[config.mk]
export PLATFORM = sky130hd
export DESIGN_NAME = ambient_light_day_night_detector_top
export DESIGN_NICKNAME = d
export VERILOG_FILES = /design/src/hw/rtl/aldnd_pkg.sv /design/src/hw/rtl/aldnd_ram.sv /design/src/hw/rtl/aldnd_sdiv.sv /design/src/hw/rtl/ambient_light_day_night_detector_top.sv
export VERILOG_INCLUDE_DIRS = /design/src /design/src/hw/rtl
export SDC_FILE = /design/constraint.sdc
export NUM_CORES = 1
export LEC_CHECK = 0
export ABC_CLOCK_PERIOD_IN_PS = 13050
export BUFFER_PORTS_ARGS = -buffer_cell sky130_fd_sc_hd__buf_2
export CORE_ASPECT_RATIO = 1.25
export CORE_MARGIN = 4
export CORE_UTILIZATION = 45
export CTS_CLUSTER_SIZE = 24
export DETAILED_ROUTE_END_ITERATION = 10
export PLACE_DENSITY_LB_ADDON = 0.3
export RECOVER_POWER = 100
export SLEW_MARGIN = 15
export SYNTH_ARGS = -nofsm -noshare
export SYNTH_HDL_FRONTEND = slang
export SYNTH_SLANG_ARGS = --single-unit
[constraint.sdc]
create_clock -name aclk -period 13.05 [get_ports aclk]
set_input_delay 2.61 -clock aclk [delete_from_list [all_inputs] [get_ports aclk]]
set_output_delay 2.61 -clock aclk [all_outputs]
set_load 0.1 [all_outputs]
[src/hw/rtl/ambient_light_day_night_detector_top_macros.svh]
// Assertion macros shared by the detector RTL.
`ifndef AMBIENT_LIGHT_DAY_NIGHT_DETECTOR_TOP_MACROS_SVH
`define AMBIENT_LIGHT_DAY_NIGHT_DETECTOR_TOP_MACROS_SVH

// Checked at every rising edge of aclk outside reset.
`define ALDND_ASSERT(lbl, prop, msg) \
    lbl: assert property (@(posedge aclk) disable iff (!aresetn) prop) else $error(msg);

// Checked at every rising edge of aclk, reset included.
`define ALDND_ASSERT_ALWAYS(lbl, prop, msg) \
    lbl: assert property (@(posedge aclk) prop) else $error(msg);

`endif

[src/hw/rtl/aldnd_pkg.sv]
package aldnd_pkg;

    localparam int COUNT_W = 16;
    localparam int AVG_W   = 20;
    localparam int TOTAL_W = 32;
    localparam int LIMIT_W = 4;
    localparam int HELD_OUT_W = 3;
    localparam int PADDR_W = 4;
    localparam int PDATA_W = 32;

    localparam logic [COUNT_W-1:0] NIGHT_LEVEL_RST = 16'd40;
    localparam logic [COUNT_W-1:0] DAY_LEVEL_RST   = 16'd70;
    localparam logic [LIMIT_W-1:0] ERROR_LIMIT_RST = 4'd3;

    typedef enum logic [1:0] {
        REG_NIGHT_LEVEL = 2'd0,
        REG_DAY_LEVEL   = 2'd1,
        REG_ERROR_LIMIT = 2'd2,
        REG_UNUSED      = 2'd3
    } reg_index_t;

    typedef enum logic [2:0] {
        ST_IDLE,
        ST_SUM,
        ST_MUL,
        ST_CMP,
        ST_DIV,
        ST_OUT
    } state_t;

endpackage

[src/hw/rtl/aldnd_ram.sv]
module aldnd_ram #(
    parameter int DATA_W = 16,
    parameter int DEPTH  = 5,
    parameter int ADDR_W = (DEPTH > 1) ? $clog2(DEPTH) : 1
) (
    input  logic              aclk,
    input  logic              wr_en,
    input  logic [ADDR_W-1:0] wr_addr,
    input  logic [DATA_W-1:0] wr_data,
    input  logic              rd_en,
    input  logic [ADDR_W-1:0] rd_addr,
    output logic [DATA_W-1:0] rd_data
);

    logic [DATA_W-1:0] mem_reg [DEPTH];
    logic [DATA_W-1:0] rd_data_reg;

    always_ff @(posedge aclk) begin
        if (wr_en) begin
            mem_reg[wr_addr] <= wr_data;
        end
        if (rd_en) begin
            rd_data_reg <= mem_reg[rd_addr];
        end
    end

    assign rd_data = rd_data_reg;

endmodule

[src/hw/rtl/aldnd_sdiv.sv]
`include "ambient_light_day_night_detector_top_macros.svh"

module aldnd_sdiv #(
    parameter int DIVIDEND_W = 26,
    parameter int DIVISOR_W  = 6
) (
    input  logic                  aclk,
    input  logic                  aresetn,
    input  logic                  start,
    input  logic [DIVIDEND_W-1:0] dividend,
    input  logic [DIVISOR_W-1:0]  divisor,
    output logic                  busy,
    output logic                  done,
    output logic [DIVIDEND_W-1:0] quotient
);

    localparam int STEP_W = $clog2(DIVIDEND_W + 1);

    logic [DIVIDEND_W-1:0] quo_reg, quo_next;
    logic [DIVISOR_W-1:0]  rem_reg, rem_next;
    logic [DIVISOR_W-1:0]  dvs_reg, dvs_next;
    logic [STEP_W-1:0]     step_reg, step_next;
    logic                  busy_reg, busy_next;
    logic                  done_reg, done_next;
    logic [DIVISOR_W:0]    trial;
    logic [DIVISOR_W:0]    diff;
    logic                  fits;

    always_comb begin
        trial = {rem_reg, quo_reg[DIVIDEND_W-1]};
        diff  = trial - {1'b0, dvs_reg};
        fits  = trial >= {1'b0, dvs_reg};

        quo_next  = quo_reg;
        rem_next  = rem_reg;
        dvs_next  = dvs_reg;
        step_next = step_reg;
        busy_next = busy_reg;
        done_next = 1'b0;

        if (start && !busy_reg) begin
            quo_next  = dividend;
            rem_next  = '0;
            dvs_next  = divisor;
            step_next = '0;
            busy_next = 1'b1;
        end else if (busy_reg) begin
            quo_next  = {quo_reg[DIVIDEND_W-2:0], fits};
            rem_next  = fits ? diff[DIVISOR_W-1:0] : trial[DIVISOR_W-1:0];
            step_next = step_reg + STEP_W'(1);
            if (step_reg == STEP_W'(DIVIDEND_W - 1)) begin
                busy_next = 1'b0;
                done_next = 1'b1;
            end
        end
    end

    always_ff @(posedge aclk) begin
        if (!aresetn) begin
            step_reg <= '0;
            busy_reg <= 1'b0;
            done_reg <= 1'b0;
        end else begin
            step_reg <= step_next;
            busy_reg <= busy_next;
            done_reg <= done_next;
        end
        quo_reg <= quo_next;
        rem_reg <= rem_next;
        dvs_reg <= dvs_next;
    end

    assign busy     = busy_reg;
    assign done     = done_reg;
    assign quotient = quo_reg;

    `ALDND_ASSERT(a_start_when_free, start |-> !busy_reg, "Divider started while busy.")
    `ALDND_ASSERT(a_rem_below_divisor, (busy_reg && dvs_reg != '0) |-> rem_reg < dvs_reg,
        "Divider remainder reached the divisor.")
    `ALDND_ASSERT(a_done_ends_run, done_reg |-> ($past(busy_reg) && !busy_reg),
        "Divider finished without a run.")

endmodule

[src/hw/rtl/ambient_light_day_night_detector_top.sv]
// Ambient light day/night detector.
// Input beats carry one sensor poll: s_read_ok and s_raw_count (lux = count / 1.2).
// Each accepted beat produces exactly one result beat on the m_ channel, giving the
// window average lux with 4 fractional bits, the day/night flag with hysteresis,
// the error run, the reset request and the good and failed poll totals.
// Items are handled one at a time. A failed poll goes from acceptance straight to
// the result stage, ST_OUT; a good poll passes through ST_SUM, ST_MUL, ST_CMP and
// ST_DIV first, where the bit-serial divider forms the average, one quotient bit a cycle.
// The next beat is taken once the result has been loaded into the output register.
// The window lives in a small RAM with a registered read, one access per stage.
// The result waits in an output register; a new beat is accepted while it waits,
// and only the loading of the next result stalls until m_ready has taken it.
// Thresholds and the error limit must be written over APB only while idle (the block
// itself does not enforce it); pready is always high, reads return the register value.
// After the synchronous active-low reset the window is empty, the classification
// is day, all counts are zero and the registers hold 40, 70 and 3.
module ambient_light_day_night_detector_top #(
    parameter int WINDOW_SAMPLES = 5
) (
    input  logic                           aclk,
    input  logic                           aresetn,
    input  logic                           psel,
    input  logic                           penable,
    input  logic                           pwrite,
    input  logic [aldnd_pkg::PADDR_W-1:0]  paddr,
    input  logic [aldnd_pkg::PDATA_W-1:0]  pwdata,
    output logic [aldnd_pkg::PDATA_W-1:0]  prdata,
    output logic                           pready,
    input  logic                           s_valid,
    output logic                           s_ready,
    input  logic                           s_read_ok,
    input  logic [aldnd_pkg::COUNT_W-1:0]  s_raw_count,
    output logic                           m_valid,
    input  logic                           m_ready,
    output logic [aldnd_pkg::AVG_W-1:0]    m_avg_lux_q4,
    output logic                           m_night_state,
    output logic                           m_night_changed,
    output logic                           m_reset_request,
    output logic [aldnd_pkg::HELD_OUT_W-1:0] m_samples_held,
    output logic [aldnd_pkg::LIMIT_W-1:0]  m_error_run,
    output logic [aldnd_pkg::TOTAL_W-1:0]  m_good_total,
    output logic [aldnd_pkg::TOTAL_W-1:0]  m_bad_total
);

    import aldnd_pkg::*;

    `include "ambient_light_day_night_detector_top_macros.svh"

    localparam int HELD_W  = $clog2(WINDOW_SAMPLES + 1);
    localparam int SLOT_W  = (WINDOW_SAMPLES > 1) ? $clog2(WINDOW_SAMPLES) : 1;
    localparam int SUM_W   = COUNT_W + HELD_W;
    localparam int H6_W    = HELD_W + 3;
    localparam int CMP_W   = SUM_W + 3;
    localparam int DIV_W   = SUM_W + 7;

    state_t state_reg, state_next;

    logic [COUNT_W-1:0] count_reg, count_next;
    logic [SLOT_W-1:0]  slot_reg, slot_next;
    logic [HELD_W-1:0]  held_reg, held_next;
    logic [SUM_W-1:0]   sum_reg, sum_next;
    logic               night_reg, night_next;
    logic               changed_reg, changed_next;
    logic               request_reg, request_next;
    logic [LIMIT_W-1:0] fail_run_reg, fail_run_next;
    logic [TOTAL_W-1:0] good_reg, good_next;
    logic [TOTAL_W-1:0] bad_reg, bad_next;
    logic [AVG_W-1:0]   avg_reg, avg_next;
    logic [CMP_W-1:0]   prod_reg, prod_next;

    logic [COUNT_W-1:0] night_level_reg, day_level_reg;
    logic [LIMIT_W-1:0] error_limit_reg;

    logic               m_valid_reg, m_valid_next;
    logic [AVG_W-1:0]   m_avg_reg;
    logic               m_night_state_reg, m_changed_reg, m_request_reg;
    logic [HELD_OUT_W-1:0] m_held_reg;
    logic [LIMIT_W-1:0] m_error_run_reg;
    logic [TOTAL_W-1:0] m_good_reg, m_bad_reg;
    logic               load_out;

    logic               ram_wr_en, ram_rd_en;
    logic [COUNT_W-1:0] ram_rd_data;

    logic               div_start, div_busy, div_done;
    logic [DIV_W-1:0]   div_dividend, div_quotient;

    logic               full;
    logic [H6_W-1:0]    held6;
    logic [CMP_W-1:0]   lhs;
    logic [COUNT_W-1:0] level_sel;
    logic [LIMIT_W-1:0] fail_inc;
    logic [HELD_W+HELD_OUT_W-1:0] held_ext;
    logic               cfg_wr;
    reg_index_t         cfg_idx;

    assign pready  = 1'b1;
    assign cfg_idx = reg_index_t'(paddr[3:2]);
    assign cfg_wr  = psel && penable && pwrite;

    always_ff @(posedge aclk) begin
        if (!aresetn) begin
            night_level_reg <= NIGHT_LEVEL_RST;
            day_level_reg   <= DAY_LEVEL_RST;
            error_limit_reg <= ERROR_LIMIT_RST;
        end else if (cfg_wr) begin
            unique case (cfg_idx)
                REG_NIGHT_LEVEL: night_level_reg <= pwdata[COUNT_W-1:0];
                REG_DAY_LEVEL:   day_level_reg   <= pwdata[COUNT_W-1:0];
                REG_ERROR_LIMIT: error_limit_reg <= pwdata[LIMIT_W-1:0];
                default: ;
            endcase
        end
    end

    always_comb begin
        unique case (cfg_idx)
            REG_NIGHT_LEVEL: prdata = PDATA_W'(night_level_reg);
            REG_DAY_LEVEL:   prdata = PDATA_W'(day_level_reg);
            REG_ERROR_LIMIT: prdata = PDATA_W'(error_limit_reg);
            default:         prdata = '0;
        endcase
    end

    aldnd_ram #(
        .DATA_W (COUNT_W),
        .DEPTH  (WINDOW_SAMPLES)
    ) u_window (
        .aclk    (aclk),
        .wr_en   (ram_wr_en),
        .wr_addr (slot_reg),
        .wr_data (count_reg),
        .rd_en   (ram_rd_en),
        .rd_addr (slot_reg),
        .rd_data (ram_rd_data)
    );

    aldnd_sdiv #(
        .DIVIDEND_W (DIV_W),
        .DIVISOR_W  (H6_W)
    ) u_div (
        .aclk     (aclk),
        .aresetn  (aresetn),
        .start    (div_start),
        .dividend (div_dividend),
        .divisor  (held6),
        .busy     (div_busy),
        .done     (div_done),
        .quotient (div_quotient)
    );

    assign full      = held_reg == HELD_W'(WINDOW_SAMPLES);
    assign held6     = H6_W'({held_reg, 2'b00}) + H6_W'({held_reg, 1'b0});
    assign lhs       = CMP_W'({sum_reg, 2'b00}) + CMP_W'(sum_reg);
    assign level_sel = night_reg ? day_level_reg : night_level_reg;
    assign fail_inc  = fail_run_reg + LIMIT_W'(1);
    assign held_ext  = {{HELD_OUT_W{1'b0}}, held_reg};
    assign div_dividend = DIV_W'({sum_reg, 6'b0}) + DIV_W'({sum_reg, 4'b0});
    assign s_ready   = state_reg == ST_IDLE;

    always_comb begin
        state_next    = state_reg;
        count_next    = count_reg;
        slot_next     = slot_reg;
        held_next     = held_reg;
        sum_next      = sum_reg;
        night_next    = night_reg;
        changed_next  = changed_reg;
        request_next  = request_reg;
        fail_run_next = fail_run_reg;
        good_next     = good_reg;
        bad_next      = bad_reg;
        avg_next      = avg_reg;
        prod_next     = prod_reg;
        ram_wr_en     = 1'b0;
        ram_rd_en     = 1'b0;
        div_start     = 1'b0;
        load_out      = 1'b0;

        unique case (state_reg)
            ST_IDLE: begin
                if (s_valid) begin
                    count_next   = s_raw_count;
                    changed_next = 1'b0;
                    if (s_read_ok) begin
                        ram_rd_en     = 1'b1;
                        good_next     = good_reg + TOTAL_W'(1);
                        fail_run_next = '0;
                        request_next  = 1'b0;
                        state_next    = ST_SUM;
                    end else begin
                        bad_next = bad_reg + TOTAL_W'(1);
                        if (fail_inc >= error_limit_reg) begin
                            request_next  = 1'b1;
                            fail_run_next = '0;
                        end else begin
                            request_next  = 1'b0;
                            fail_run_next = fail_inc;
                        end
                        state_next = ST_OUT;
                    end
                end
            end
            ST_SUM: begin
                ram_wr_en = 1'b1;
                sum_next  = sum_reg - (full ? SUM_W'(ram_rd_data) : '0) + SUM_W'(count_reg);
                if (!full) begin
                    held_next = held_reg + HELD_W'(1);
                end
                slot_next  = (slot_reg == SLOT_W'(WINDOW_SAMPLES - 1)) ? '0
                                                                       : slot_reg + SLOT_W'(1);
                state_next = ST_MUL;
            end
            ST_MUL: begin
                prod_next  = level_sel * held6;
                state_next = ST_CMP;
            end
            ST_CMP: begin
                if (night_reg) begin
                    night_next = !(lhs > prod_reg);
                end else begin
                    night_next = lhs < prod_reg;
                end
                changed_next = night_next != night_reg;
                div_start    = 1'b1;
                state_next   = ST_DIV;
            end
            ST_DIV: begin
                if (div_done) begin
                    avg_next   = div_quotient[AVG_W-1:0];
                    state_next = ST_OUT;
                end
            end
            ST_OUT: begin
                if (!m_valid_reg || m_ready) begin
                    load_out   = 1'b1;
                    state_next = ST_IDLE;
                end
            end
            default: state_next = ST_IDLE;
        endcase

        if (load_out) begin
            m_valid_next = 1'b1;
        end else if (m_ready) begin
            m_valid_next = 1'b0;
        end else begin
            m_valid_next = m_valid_reg;
        end
    end

    always_ff @(posedge aclk) begin
        if (!aresetn) begin
            state_reg    <= ST_IDLE;
            slot_reg     <= '0;
            held_reg     <= '0;
            sum_reg      <= '0;
            night_reg    <= 1'b0;
            fail_run_reg <= '0;
            good_reg     <= '0;
            bad_reg      <= '0;
            avg_reg      <= '0;
            m_valid_reg  <= 1'b0;
        end else begin
            state_reg    <= state_next;
            slot_reg     <= slot_next;
            held_reg     <= held_next;
            sum_reg      <= sum_next;
            night_reg    <= night_next;
            fail_run_reg <= fail_run_next;
            good_reg     <= good_next;
            bad_reg      <= bad_next;
            avg_reg      <= avg_next;
            m_valid_reg  <= m_valid_next;
        end
        count_reg   <= count_next;
        changed_reg <= changed_next;
        request_reg <= request_next;
        prod_reg    <= prod_next;
        if (load_out) begin
            m_avg_reg         <= avg_reg;
            m_night_state_reg <= night_reg;
            m_changed_reg     <= changed_reg;
            m_request_reg     <= request_reg;
            m_held_reg        <= held_ext[HELD_OUT_W-1:0];
            m_error_run_reg   <= fail_run_reg;
            m_good_reg        <= good_reg;
            m_bad_reg         <= bad_reg;
        end
    end

    assign m_valid         = m_valid_reg;
    assign m_avg_lux_q4    = m_avg_reg;
    assign m_night_state   = m_night_state_reg;
    assign m_night_changed = m_changed_reg;
    assign m_reset_request = m_request_reg;
    assign m_samples_held  = m_held_reg;
    assign m_error_run     = m_error_run_reg;
    assign m_good_total    = m_good_reg;
    assign m_bad_total     = m_bad_reg;

    `ALDND_ASSERT(a_held_bounded, held_reg <= HELD_W'(WINDOW_SAMPLES),
        "Window fill count exceeded the window size.")
    `ALDND_ASSERT(a_run_below_max, fail_run_reg != {LIMIT_W{1'b1}},
        "Error run reached its all-ones value.")
    `ALDND_ASSERT(a_bad_poll_fast, (s_valid && s_ready && !s_read_ok) |=> state_reg == ST_OUT,
        "Failed poll did not go straight to the result stage.")
    `ALDND_ASSERT(a_div_done_in_div, div_done |-> (state_reg == ST_DIV && !div_busy),
        "Divider finished outside the divide stage.")
    `ALDND_ASSERT(a_change_not_request,
        !(m_valid_reg && m_night_changed && m_reset_request),
        "Result flags a change and a reset request together.")

endmodule
==> results.py, run 1 <==
metrics = {
    "power_and_ir_drop": {
        "powerDensity_nw_per_um2": 194,
        "ir_drop_v": 0.000106,
        "power.leakage_nw": 9.44,
    },
    "global_route": {
        "antenna_found_initial": 0,
        "overflow": 0,
        "grt_max_degree": 91,
        "grt_pass1_vias": 15000,
        "track_usage": 0.177,
        "grt_pass1_wl_microns": 75000,
    },
    "drt": {
        "postRouteAntennaNets": 0,
        "drc_errors": 0,
        "routedWlPerCell_microns": 16.1,
        "vias_per_cell": 5.23,
        "via_count": 15000,
        "routed_wl_microns": 46200,
        "dr.pass1.iters": 5,
        "drt-initial-drc-count": 684,
    },
    "cells_and_area": {
        "diodes": 0,
        "drive_above_1_share": 0.0594,
        "layout.nets": 2443,
        "largest_reg_flops": 80,
        "syn_to_final_growth_pct": 11.8,
    },
    "logic_synthesis": {
        "synthCells": 2055,
        "synth_seq_area_share": 0.515,
        "syn-mean-instance-area_sq_um": 10.5,
        "yosysWarnings": 0,
        "yosysUniqueCellTypes": 67,
        "syn_area_sq_um": 21700,
        "yosysTopAreaCell": "edfxtp_1",
        "yosys-top-cells-area": "edfxtp_1 36%, dfxtp_1 15%, ha_1 6.9%, fa_1 5.7%, inv_1 3.7%",
        "async_flop_share": 0,
        "synth_most_common_cell": "edfxtp_1",
        "synth_flop_cell": "edfxtp_1",
        "synth-edff-count": 260,
        "synth-seq-cells": 427,
        "synthTopCellsByCount": "260 x edfxtp_1, 216 x inv_1, 212 x nand2_1",
        "yosys.area.top_type_share": 0.360,
    },
    "setup_path": {
        "crit_fanout": 90,
        "crit_arrival_ps": 8450,
        "cp-start-kind": "primary input",
        "cp-end-kind": "register",
        "worstPathRequired_ps": 13470,
        "critical_path_class": "primary input to register",
    },
    "floorplanning": {
        "rows": 89,
        "initial_core_util": 0.457,
        "dieHeight_microns": 253,
        "core_sq_um": 47400,
        "io_pins": 189,
        "dieArea_sq_um": 51800,
        "die_w_microns": 204,
    },
    "clock_network": {
        "clock-sinks": 427,
        "clkLatencyLatePin_ps": 580,
        "postCtsSetupBuffers": 0,
        "hold_buffers": 0,
        "ctsResizeCount": 0,
        "path_clk_slew_ps": 60,
        "numCtsBuffers": 44,
        "ctsRootBufferMaster": "clkbuf_16",
        "cts_tree": "built",
        "h-tree-depth": 2,
        "clk_path_buf_depth": 3,
    },
    "placement": {
        "place.detailed.hpwl_microns": 32600,
        "place_congestion": 0.843,
        "numPortBuffers": 153,
        "dpl_worst_slack_ps": 6530,
    },
    "sta": {
        "fin_ws_ps": 5020,
        "tightest_slew_ps": 4380,
        "fin_setup_tns_ps": 0,
        "hold_violations": 0,
        "relSlewSlack": -1.92,
        "fin_worst_skew_ps": 13.2,
        "post-route-period-util": 0.615,
        "rsz0062_at_grt": "no",
        "final-max-slew-violation-count": 288,
        "period_minus_slack_ps": 8030,
        "holdWs_ps": 427,
        "fmax_ghz": 0.125,
        "setup_viol": 0,
    },
    "status": {
        "outcome": "finished with violations",
        "violations": "max-capacitance violations, max-slew violations",
    },
    "job": {
        "max_cap_viol_count": 6,
    },
    "hold_path": {
        "hold_class": "register to register",
    },
}
-- cells by family after synthesis --
logic type / Yosys count / synth area share
multiplexers: 68 / 0.0322
other: 2 / 0.000347
XOR/XNOR: 99 / 0.0400
AND/OR/NAND/NOR: 628 / 0.134
buffers and inverters: 303 / 0.0562
flip-flops: 427 / 0.515
adder cells (fa/ha/maj): 181 / 0.126
AO/OA/AOI/OAI: 347 / 0.0965
-- layout make-up --
type	count	area, sq um
repair buffers	172	707
inverters	217	816
clock buffers	53	1130
flip-flops and latches	427	11200
well taps	637	797
multi-input cells	1340	9350
fillers	4354	23200
clock inverters	29	278
-- power breakdown --
part | leakage [nW] | total [W] | internal (W) | switching (W)
Sequential | 3.76 | 0.00181 | 0.00167 | 0.000137
Clock | 0.692 | 0.00124 | 0.000693 | 0.000544
Combinational | 4.99 | 0.00165 | 0.000521 | 0.00113
-- per-stage QoR --
stage               power [W]  cells  instance area [sq um]  utilization
detailed placement    0.00349   2793                  23100        0.486
global placement      0.00345   2793                  23100        0.486
global route          0.00499   2875                  24200        0.511
CTS                   0.00475   2875                  24500        0.516
finish                0.00469   2875                  24200        0.511
floorplan             0.00310   2070                  21700            -
-- cells in the final DEF, fill, tap and decap left out, types with 8 or more instances in the layout --
master / netlist / final
edfxtp_1: 260 / 260
clkbuf_1: 59 / 142
dfxtp_1: 167 / 167
fa_1: 62 / 62
clkinv_2: 0 / 9
nand3_1: 44 / 44
inv_1: 216 / 216
a211oi_1: 11 / 11
a21o_1: 31 / 31
a22oi_1: 16 / 16
ha_1: 119 / 119
o21a_1: 12 / 12
and3_1: 35 / 35
mux2_2: 13 / 13
mux2i_1: 55 / 55
and4_1: 8 / 8
o21ai_0: 73 / 73
o211ai_1: 8 / 8
conb_1: 2 / 17
nand2b_1: 19 / 19
buf_2: 0 / 34
or3_1: 14 / 14
nand4_1: 22 / 22
clkbuf_16: 0 / 44
xnor2_1: 57 / 57
nor2_1: 193 / 193
nor2b_1: 23 / 23
nor3_1: 19 / 19
and2_1: 13 / 8
xor2_1: 42 / 42
nand2_1: 212 / 212
a21oi_1: 147 / 147
-- worst max-delay path, stage by stage --
cell and delay [ps]:
clkbuf_1 1140, clkinvlp_2 1930, clkbuf_1 1890, a221oi_1 800
-- path summary, 6_finish.rpt --
path                            cells past startpoint  slack (ps)              end        start
worst max-delay path                                4        5020     state_reg[2]      aresetn
worst min-delay path                                0         430  m_reset_request  request_reg
worst max register to register                     17        6430     prod_reg[21]  held_reg[2]
worst min register to register                      0         430  m_reset_request  request_reg
-- layer usage --
| layer | GRT usage | up-vias | share of wire |
|---|---|---|---|
| met5 | 0 | - | 0 |
| met4 | 0.0578 | 0 | 0.024 |
| met3 | 0.0291 | 71 | 0.054 |
| met2 | 0.304 | 353 | 0.49 |
| met1 | 0.230 | 7278 | 0.43 |
| li1 | - | 7335 | - |
Power figures use the tool's default switching activity.
==> inputs of run 2 (changes only) <==
Settings changed: ABC_CLOCK_PERIOD_IN_PS 13050 to 7600.
Clock period 13.05 ns to 7.6 ns, I/O delays scaled along.
==> run 2 against run 1 <==
Net effect: the run still ends with max-capacitance violations, max-slew violations left; critical path depth rose by 15; final cell count fell by 0.17%; register-to-register slack got worse by 5300 ps; flip-flop and latch count did not move; global-route usage fell by 0.21 points; clock skew rose by 0.73 ps; sequential share of layout area fell by 0.074 points; total power rose by 72%; die area did not move; hold slack improved by 3.5 ps; via count fell by 0.31%; highest routed layer unchanged.
==> results.py, run 2 (synthesized netlist as in run 1, its figures left out) <==
metrics = {
    "status": {
        "outcome": "finished with violations",
        "violations": "max-capacitance violations, max-slew violations",
    },
    "cells_and_area": {
        "diodes": 0,
        "syn_to_final_growth_pct": 12.0,
        "finalInstanceArea_sq_um": 24300,
        "final_common_cell": "edfxtp_1",
        "drive_above_1_share": 0.0596,
        "final_cell_mix": "260 x edfxtp_1, 216 x inv_1, 212 x nand2_1",
        "utilization": 0.512,
        "largest_reg_flops": 80,
        "layout.nets": 2442,
    },
    "floorplanning": {
        "core_sq_um": 47400,
        "rows": 89,
        "dieHeight_microns": 253,
        "io_pins": 189,
        "dieArea_sq_um": 51800,
        "initial_core_util": 0.457,
        "die_w_microns": 204,
    },
    "power_and_ir_drop": {
        "ir_drop_v": 0.000187,
        "power.leakage_nw": 9.45,
        "powerDensity_nw_per_um2": 333,
    },
    "global_route": {
        "overflow": 0,
        "grt_pass1_vias": 15000,
        "antenna_found_initial": 0,
        "track_usage": 0.175,
        "grt_max_degree": 82,
        "grt_pass1_wl_microns": 74600,
    },
    "clock_network": {
        "cts_tree": "built",
        "ctsResizeCount": 0,
        "path_clk_slew_ps": 60,
        "numCtsBuffers": 42,
        "clkLatencyLatePin_ps": 540,
        "h-tree-depth": 2,
        "ctsRootBufferMaster": "clkbuf_16",
        "clock-sinks": 427,
        "hold_buffers": 0,
        "postCtsSetupBuffers": 0,
        "clk_path_buf_depth": 3,
    },
    "drt": {
        "drt-initial-drc-count": 619,
        "routedWlPerCell_microns": 16.1,
        "postRouteAntennaNets": 0,
        "drc_errors": 0,
        "vias_per_cell": 5.22,
        "routed_wl_microns": 46100,
        "dr.pass1.iters": 4,
        "via_count": 15000,
    },
    "sta": {
        "final-max-slew-violation-count": 288,
        "tightest_slew_ps": 3920,
        "setup_viol": 0,
        "hold_violations": 0,
        "period_minus_slack_ps": 6490,
        "post-route-period-util": 0.854,
        "rsz0062_at_grt": "no",
        "fin_setup_tns_ps": 0,
        "relSlewSlack": -1.61,
        "fin_worst_skew_ps": 13.9,
        "fmax_ghz": 0.154,
    },
    "placement": {
        "placed_area_sq_um": 23100,
        "numPortBuffers": 153,
        "place_congestion": 0.839,
        "place.detailed.hpwl_microns": 32600,
    },
    "hold_path": {
        "hold_class": "register to register",
    },
    "setup_path": {
        "crit_arrival_ps": 6780,
        "cp-end-kind": "register",
        "worstPathRequired_ps": 7890,
        "cp-start-kind": "register",
        "critical_path_class": "register to register",
        "crit_fanout": 21,
    },
    "job": {
        "max_cap_viol_count": 6,
    },
}
[run 2: changes by cell type in the layout (fill, tap and decap cells not counted), sizes merged]
cell | previous run | this run
inv | 222 | 218
clkbuf | 186 | 188
clkinv | 18 | 10
buf | 39 | 40
clkinvlp | 3 | 5
bufinv | 3 | 5
[run 2: path summary, 6_finish.rpt]
kind / startpoint / slack [ps] / to / cells past startpoint
min reg2reg: avg_reg[4] / 430 / m_avg_lux_q4[4] / 0
max reg2reg: held_reg[0] / 1110 / prod_reg[20] / 19
max: held_reg[0] / 1110 / prod_reg[20] / 19
min: avg_reg[4] / 430 / m_avg_lux_q4[4] / 0
[run 2: layout make-up]
cell class / instances / area, sq um
Fill cell: 4349 / 23200
Sequential cell: 427 / 11200
Multi-Input combinational cell: 1340 / 9350
Clock buffer: 55 / 1190
Inverter: 217 / 816
Tap cell: 637 / 797
Timing Repair Buffer: 173 / 713
Clock inverter: 21 / 251
[run 2: critical path, cell delays in order (launching register included)]
cell	delay [ps]
dfxtp_1	780
ha_1	320
inv_1	80
fa_1	380
xor2_1	140
clkbuf_1	660
nor2_1	160
fa_1	550
inv_1	60
fa_1	500
fa_1	550
inv_1	40
ha_1	330
nor2b_1	160
o31a_1	270
o31ai_1	340
a21oi_1	160
a41o_1	290
o41ai_1	360
xnor2_1	100
[run 2: metal layers]
layer | vias up | track usage | share of wire
met5 | - | 0 | 0
met4 | 0 | 0.0561 | 0.028
met3 | 78 | 0.0241 | 0.044
met2 | 308 | 0.307 | 0.49
met1 | 7287 | 0.225 | 0.44
li1 | 7317 | - | -
[run 2: metrics by stage]
step                hold slack, ps  setup WS, ps  std cells  power, W
floorplan                      400          1960       2070   0.00533
global route                   438           629       2870   0.00859
CTS                            429          1420       2870   0.00818
finish                         430          1110       2870   0.00809
global placement               405          1490       2794   0.00593
detailed placement             418          1470       2794   0.00599
[run 2: report_power, final]
group | internal [W] | switching (W) | total [W]
Clock | 0.00128 | 0.000883 | 0.00217
Combinational | 0.000893 | 0.00193 | 0.00282
Sequential | 0.00287 | 0.000232 | 0.00310
Total | 0.00505 | 0.00305 | 0.00809
==> inputs of run 3 (changes only) <==
==> constraint.sdc (replaced) <==
create_clock -name aclk -period 7.6 [get_ports aclk]
set_input_delay 0.38 -clock aclk [delete_from_list [all_inputs] [get_ports aclk]]
set_output_delay 0.38 -clock aclk [all_outputs]
set_load 0.1 [all_outputs]
==> run 3 against run 2 <==
Net effect: design area up 0.94%; wire length about the same; the flow still finishes with violations (max-capacitance violations, max-slew violations); critical endpoint is now prod_reg[21]; largest cell class unchanged; critical path depth decreased by 1; via count rose by 0.55%; clock-buffer cell count increased by 3; combinational power hardly changed.
==> results.py, run 3 (synthesized netlist as in run 1, its figures left out) <==
metrics = {
    "setup_path": {
        "r2r-end": "prod_reg[21]",
        "worstPathCellList": "ha_1 -> inv_1 -> fa_1 -> xor2_1 -> clkbuf_1 -> or2_2 -> fa_1 -> fa_1 -> fa_1 -> inv_1 -> ha_1 -> a211oi_1 -> o211ai_1 -> a41oi_1 -> o21ai_0 -> a31o_2 -> a21oi_1 -> xnor2_1",
        "worstPathRequired_ps": 7900,
        "cp-end-kind": "register",
        "cp-start-kind": "register",
        "crit_arrival_ps": 6720,
        "slowest_stage": "dfxtp_1",
        "critical_path_class": "register to register",
        "r2r-start": "held_reg[0]",
        "worst-path-buf-inv": 3,
        "crit_fanout": 21,
        "r2r_cells": 18,
        "reg2reg_setup_slack_ps": 1170,
        "path_depth": 18,
        "critPathMostFrequentCell": "fa_1",
        "cpPeakStageDelay_ps": 750,
        "path_delay_family": "adder cells",
    },
    "global_route": {
        "overflow": 0,
        "grt_pass1_vias": 14900,
        "grt_max_degree": 74,
        "track_usage": 0.174,
        "antenna_found_initial": 0,
        "grt_pass1_wl_microns": 74300,
    },
    "power_and_ir_drop": {
        "powerDensity_nw_per_um2": 333,
        "power.leakage_nw": 9.57,
        "total_power_w": 0.00815,
        "ir_drop_v": 0.000233,
    },
    "sta": {
        "holdWs_ps": 79.6,
        "setup_viol": 0,
        "final-max-slew-violation-count": 238,
        "fmax_ghz": 0.156,
        "tightest_slew_ps": 3800,
        "fin_setup_tns_ps": 0,
        "fin_worst_skew_ps": 25.4,
        "relSlewSlack": -1.53,
        "post-route-period-util": 0.846,
        "period_minus_slack_ps": 6430,
        "hold_violations": 0,
        "rsz0062_at_grt": "no",
    },
    "floorplanning": {
        "rows": 89,
        "io_pins": 189,
        "initial_core_util": 0.457,
        "core_sq_um": 47400,
        "dieArea_sq_um": 51800,
        "die_w_microns": 204,
        "dieHeight_microns": 253,
    },
    "status": {
        "outcome": "finished with violations",
        "violations": "max-capacitance violations, max-slew violations",
    },
    "drt": {
        "routed_wl_microns": 46100,
        "drc_errors": 0,
        "via_count": 15100,
        "postRouteAntennaNets": 0,
        "vias_per_cell": 5.22,
        "drt-initial-drc-count": 887,
        "routedWlPerCell_microns": 15.9,
        "dr.pass1.iters": 5,
    },
    "clock_network": {
        "ctsResizeCount": 0,
        "h-tree-depth": 2,
        "clkLatencyLatePin_ps": 560,
        "postCtsSetupBuffers": 0,
        "path_clk_slew_ps": 60,
        "numCtsBuffers": 42,
        "cts_tree": "built",
        "clk_path_buf_depth": 3,
        "ctsRootBufferMaster": "clkbuf_16",
        "clock-sinks": 427,
    },
    "cells_and_area": {
        "final_cells": 2889,
        "fillers": 4314,
        "finalInstanceArea_sq_um": 24500,
        "final_common_cell": "edfxtp_1",
        "drive_above_1_share": 0.0639,
        "final_cell_mix": "260 x edfxtp_1, 216 x inv_1, 212 x nand2_1",
        "layout.nets": 2459,
        "syn_to_final_growth_pct": 13.0,
        "largest_reg_flops": 80,
        "diodes": 0,
    },
    "placement": {
        "place.detailed.hpwl_microns": 32400,
        "dpl.cell_count": 2795,
        "placed_area_sq_um": 23100,
        "place_congestion": 0.839,
        "numPortBuffers": 153,
    },
    "hold_path": {
        "hold_path_end": "night_level_reg[5]",
        "hp-start": "pwdata[5]",
        "hold_path_depth": 3,
        "hold_class": "primary input to register",
    },
    "job": {
        "max_cap_viol_count": 4,
    },
}
[run 3: layout make-up]
type                            instances  area [sq um]  share of cell area
Sequential cell                       427         11200               0.455
Tap cell                              637           797              0.0325
Multi-Input combinational cell       1340          9350               0.382
Inverter                              217           816              0.0333
Clock inverter                         20           270              0.0110
Clock buffer                           58          1230              0.0503
Timing Repair Buffer                  190           882              0.0360
[run 3: metal layers]
metal / GRT usage / wire, microns / part of all wire
met5: 0 / 0 / 0
met4: 0.0580 / 1290 / 0.028
met3: 0.0237 / 2120 / 0.046
met2: 0.297 / 22500 / 0.49
met1: 0.229 / 20200 / 0.44
[run 3: worst max path at each step]
stage	slack (ps)	startpoint	end
after floorplan	2190	held_reg[2]	prod_reg[21]
after global placement	1500	held_reg[0]	prod_reg[21]
after detailed placement	1430	held_reg[0]	prod_reg[21]
after CTS	1420	held_reg[0]	prod_reg[21]
after global routing	710	held_reg[0]	prod_reg[21]
final	1170	held_reg[0]	prod_reg[21]
[run 3: power by group]
part | switching [W] | internal [W]
Combinational | 0.00193 | 0.000898
Clock | 0.000906 | 0.00132
Sequential | 0.000227 | 0.00287
Total | 0.00306 | 0.00509
[run 3: through the flow]
step	utilization	setup slack (ps)
floorplan	-	2190
global placement	0.487	1500
detailed placement	0.487	1430
CTS	0.522	1420
global route	0.516	714
finish	0.516	1170
[run 3: worst register-to-register path: stages (launching register included)]
cell and delay [ps]:
dfxtp_1 750, ha_1 330, inv_1 80, fa_1 380, xor2_1 150, clkbuf_1 400
or2_2 430, fa_1 490, fa_1 530, fa_1 610, inv_1 60, ha_1 300
a211oi_1 340, o211ai_1 190, a41oi_1 420, o21ai_0 200, a31o_2 270, a21oi_1 180
xnor2_1 80
[run 3: timing repair]
action / in CTS / in global routing
hold buffers: 16 / 0
hold endpoints to repair: 16 / 0
setup endpoints to repair: 0 / 0
